[config.mk]
export PLATFORM = sky130hd
export DESIGN_NAME = rbb_ram
export DESIGN_NICKNAME = d
export VERILOG_FILES = /design/src/rbb_ram.sv
export SDC_FILE = /design/constraint.sdc
export NUM_CORES = 1
export LEC_CHECK = 0
export ABC_AREA = 1
export BUFFER_PORTS_ARGS = -buffer_cell sky130_fd_sc_hd__buf_2
export CORE_MARGIN = 2
export CORE_UTILIZATION = 57
export CTS_BUF_LIST = sky130_fd_sc_hd__clkbuf_8
export CTS_CLUSTER_DIAMETER = 50
export DETAILED_ROUTE_END_ITERATION = 7
export GPL_TIMING_DRIVEN = 0
export PLACE_DENSITY = 0.78
export SKIP_CTS_REPAIR_TIMING = 1
export SYNTH_ARGS = -nofsm -noshare
export SYNTH_HDL_FRONTEND = slang
export SYNTH_SLANG_ARGS = --single-unit
[constraint.sdc]
create_clock -name clk -period 1.5 [get_ports clk]
set_clock_uncertainty 0.05 [all_clocks]
set_input_delay 0.45 -clock clk [delete_from_list [all_inputs] [get_ports clk]]
set_output_delay 0.45 -clock clk [all_outputs]
set_load 0.02 [all_outputs]
[src/rbb_ram.sv]
module rbb_ram #(
  parameter int WIDTH = 8,
  parameter int DEPTH = 16
) (
  input  logic                     clk,
  input  logic                     we,
  input  logic [$clog2(DEPTH)-1:0] waddr,
  input  logic [WIDTH-1:0]         wdata,
  input  logic [$clog2(DEPTH)-1:0] raddr,
  output logic [WIDTH-1:0]         rdata
);

  logic [WIDTH-1:0] mem_r [DEPTH];
  logic [WIDTH-1:0] rdata_r;

  always_ff @(posedge clk) begin
    if (we) begin
      mem_r[waddr] <= wdata;
    end
    rdata_r <= mem_r[raddr];
  end

  assign rdata = rdata_r;

endmodule
==> reports/metrics.cfg <==
[critical_path]
critical-path-max-stage-delay_ns=0.66
cp_cell_sequence=buf_2, nand3b_1, nor2_1
path_max_fanout=8
critical_path_buf_inv_count=1
path_class=primary input to flip-flop
worstPathArrival_ns=1.49
regToRegEndpoint=rdata[5]
cp_top_family=simple AND/OR/NAND/NOR gates
reg2reg_from=mem_r[11][5]
ff2ff_setup_slack_ns=0.42
cp-end-kind=flip-flop
crit_path_start_kind=primary input
ff2ff_path_depth=6
crit_path_top_delay_cell=nor2_1
cp.required_ns=1.53

[pwr]
switching_share=0.234
cell_internal_pwr_uw=6020
ir_drop_mv=0.666
power_frac_seq=0.543
p_per_area_nw_per_um2=1220
clock_power_share=0.383
power_switching_uw=1840
p_comb_frac=0.074
p_leak_uw=0.00280

[die]
die_h_um=105
initial_utilization=0.587
ioPinCount=26
die_w_um=105
placeableCoreArea_um2=9820
dieArea_um2=10900
fp-row-count=36

[clock_tree]
insertion_delay_ns=0.44
numCtsBuffers=17
clkSlewWorstSetupHoldPaths_ns=0.08
cts_tree=yes
clk_path_buf_depth=2
ctsHtreeMaxLevel=4
clockRootBuffer=clkbuf_8
cts.sinks=136

[routing]
wl_per_cell_um=18.0
initialDrtViolationCount=395
drc=0
met3RoutedLength_um=1350
top_layer=met4
dr_wl_met2_um=6010
drt-met1-wl_um=5560
wirelength_um=13300
ant_nets=0
drtPass1Iterations=7
via_per_inst=5.34
vias=3944

[timing]
period_share=0.978
slew_headroom=0.459
grt_setup_unrepaired=true
setup_viol=0
hold_viol=0
slew_violations=0
finalCriticalPeriod_ns=1.47
holdWs_ns=0.371
max_freq_mhz=681
setup_tns_ns=0
worstMarginPinSlew_ns=0.809

[placement]
port_buffers=22
hpwlAfterDp_um=8770
gp_congestion=0.911

[run_status]
status=finished, final reports clean

[global_route]
antenna_found_initial=0
grt_start_max_net_pins=17
grt_overflow_total=0
gr-usage-all-layers=0.256
grt_pass1_wl_um=20400
grt_pass1_vias=3657

[final_layout]
mostFrequentLayoutCells=nand2_1, edfxtp_1, inv_1
final_common_cell=nand2_1
drive_gt1_frac=0.132
finalNetCount=610
antennaDiodeCount=0
fillCellCount=795
area_delta_synth_final_pct=11.8

[yosys]
syn-num-nets=569
synth.ff_latch_count=136
syn_area_per_cell_um2=10.5
yosysSeqAreaShare=0.694
synth_area_um2=5770
synthesis.instances=551
synth_warnings=0
ys_types=12

[hold_path]
holdPathStages=4
min_path_type=primary input to flip-flop
holdPathEnd=rdata[0]
min-delay-start=raddr[2]

[job]
cap_violations=0

through the flow:
| step | utilization | instance area [um2] | power, uW | instances | setup WS (ns) |
|---|---|---|---|---|---|
| finish | 0.657 | 6450 | 7850 | 738 | 0.0326 |
| CTS | 0.656 | 6440 | 7830 | 738 | 0.00555 |
| detailed placement | 0.615 | 6040 | 4910 | 706 | -0.457 |
| global route | 0.657 | 6450 | 8080 | 738 | -0.00867 |
| global placement | 0.615 | 6040 | 4890 | 706 | -0.380 |
| floorplan | - | 5770 | 4680 | 551 | 0.0492 |
power groups by stage:
stage	Combinational, uW	Sequential, uW	Clock (uW)
after floorplan	300	4380	0
after CTS	568	4260	3000
after global placement	550	4340	0
after global routing	626	4270	3190
final	578	4260	3010
after detailed placement	564	4350	0
flip-flops by register name (all words and copies together), names as in the netlist:
| signal | flops |
|---|---|
| mem_r | 128 |
| rdata | 8 |
cell usage after synthesis (all sizes together):
| cell | n | area (um2) |
|---|---|---|
| nand2 | 173 | 649 |
| edfxtp | 128 | 3840 |
| inv | 102 | 383 |
| nand3 | 97 | 485 |
| buf | 24 | 166 |
| nor2 | 17 | 63.8 |
| dfxtp | 8 | 160 |
| nand3b | 2 | 15.0 |
per-layer routing:
metal / vias to the layer above / track usage
met5: - / 0
met4: 0 / 0.0924
met3: 26 / 0.0530
met2: 241 / 0.380
met1: 1819 / 0.378
li1: 1858 / -
how the worst max path moves through the flow:
stage,endpoint,slack (ns),cells after the start,from
finish,mem_r[4][7],0.03,3,waddr[3]
global route,mem_r[11][5],-0.009,3,waddr[2]
CTS,mem_r[12][6],0.006,4,waddr[0]
detailed placement,mem_r[12][6],-0.46,4,waddr[0]
global placement,mem_r[12][0],-0.38,4,waddr[0]
floorplan,mem_r[4][0],0.05,2,waddr[3]
tightest hold or removal path, stage by stage:
cell and delay (ns):
buf_2 0.15, nand3_1 0.09, nand3_1 0.07, nand2_1 0.07
final cells by class:
type	instances	area, um2	share of cell area
sequential	136	4000	0.621
multi-input combinational	289	1230	0.190
inverter	102	383	0.0594
clock buffer	17	234	0.0363
buffer	24	166	0.0258
tap	133	166	0.0258
clock inverter	15	160	0.0248
timing repair buffer	22	110	0.0171
kinds of logic (layout without fill, tap and decap cells):
family / count (synthesis) / in the layout / synth area share
flip-flops: 136 / 136 / 0.694
buffers and inverters: 126 / 180 / 0.0952
AND/OR/NAND/NOR: 289 / 289 / 0.210
(Power assumes the default switching activity.)
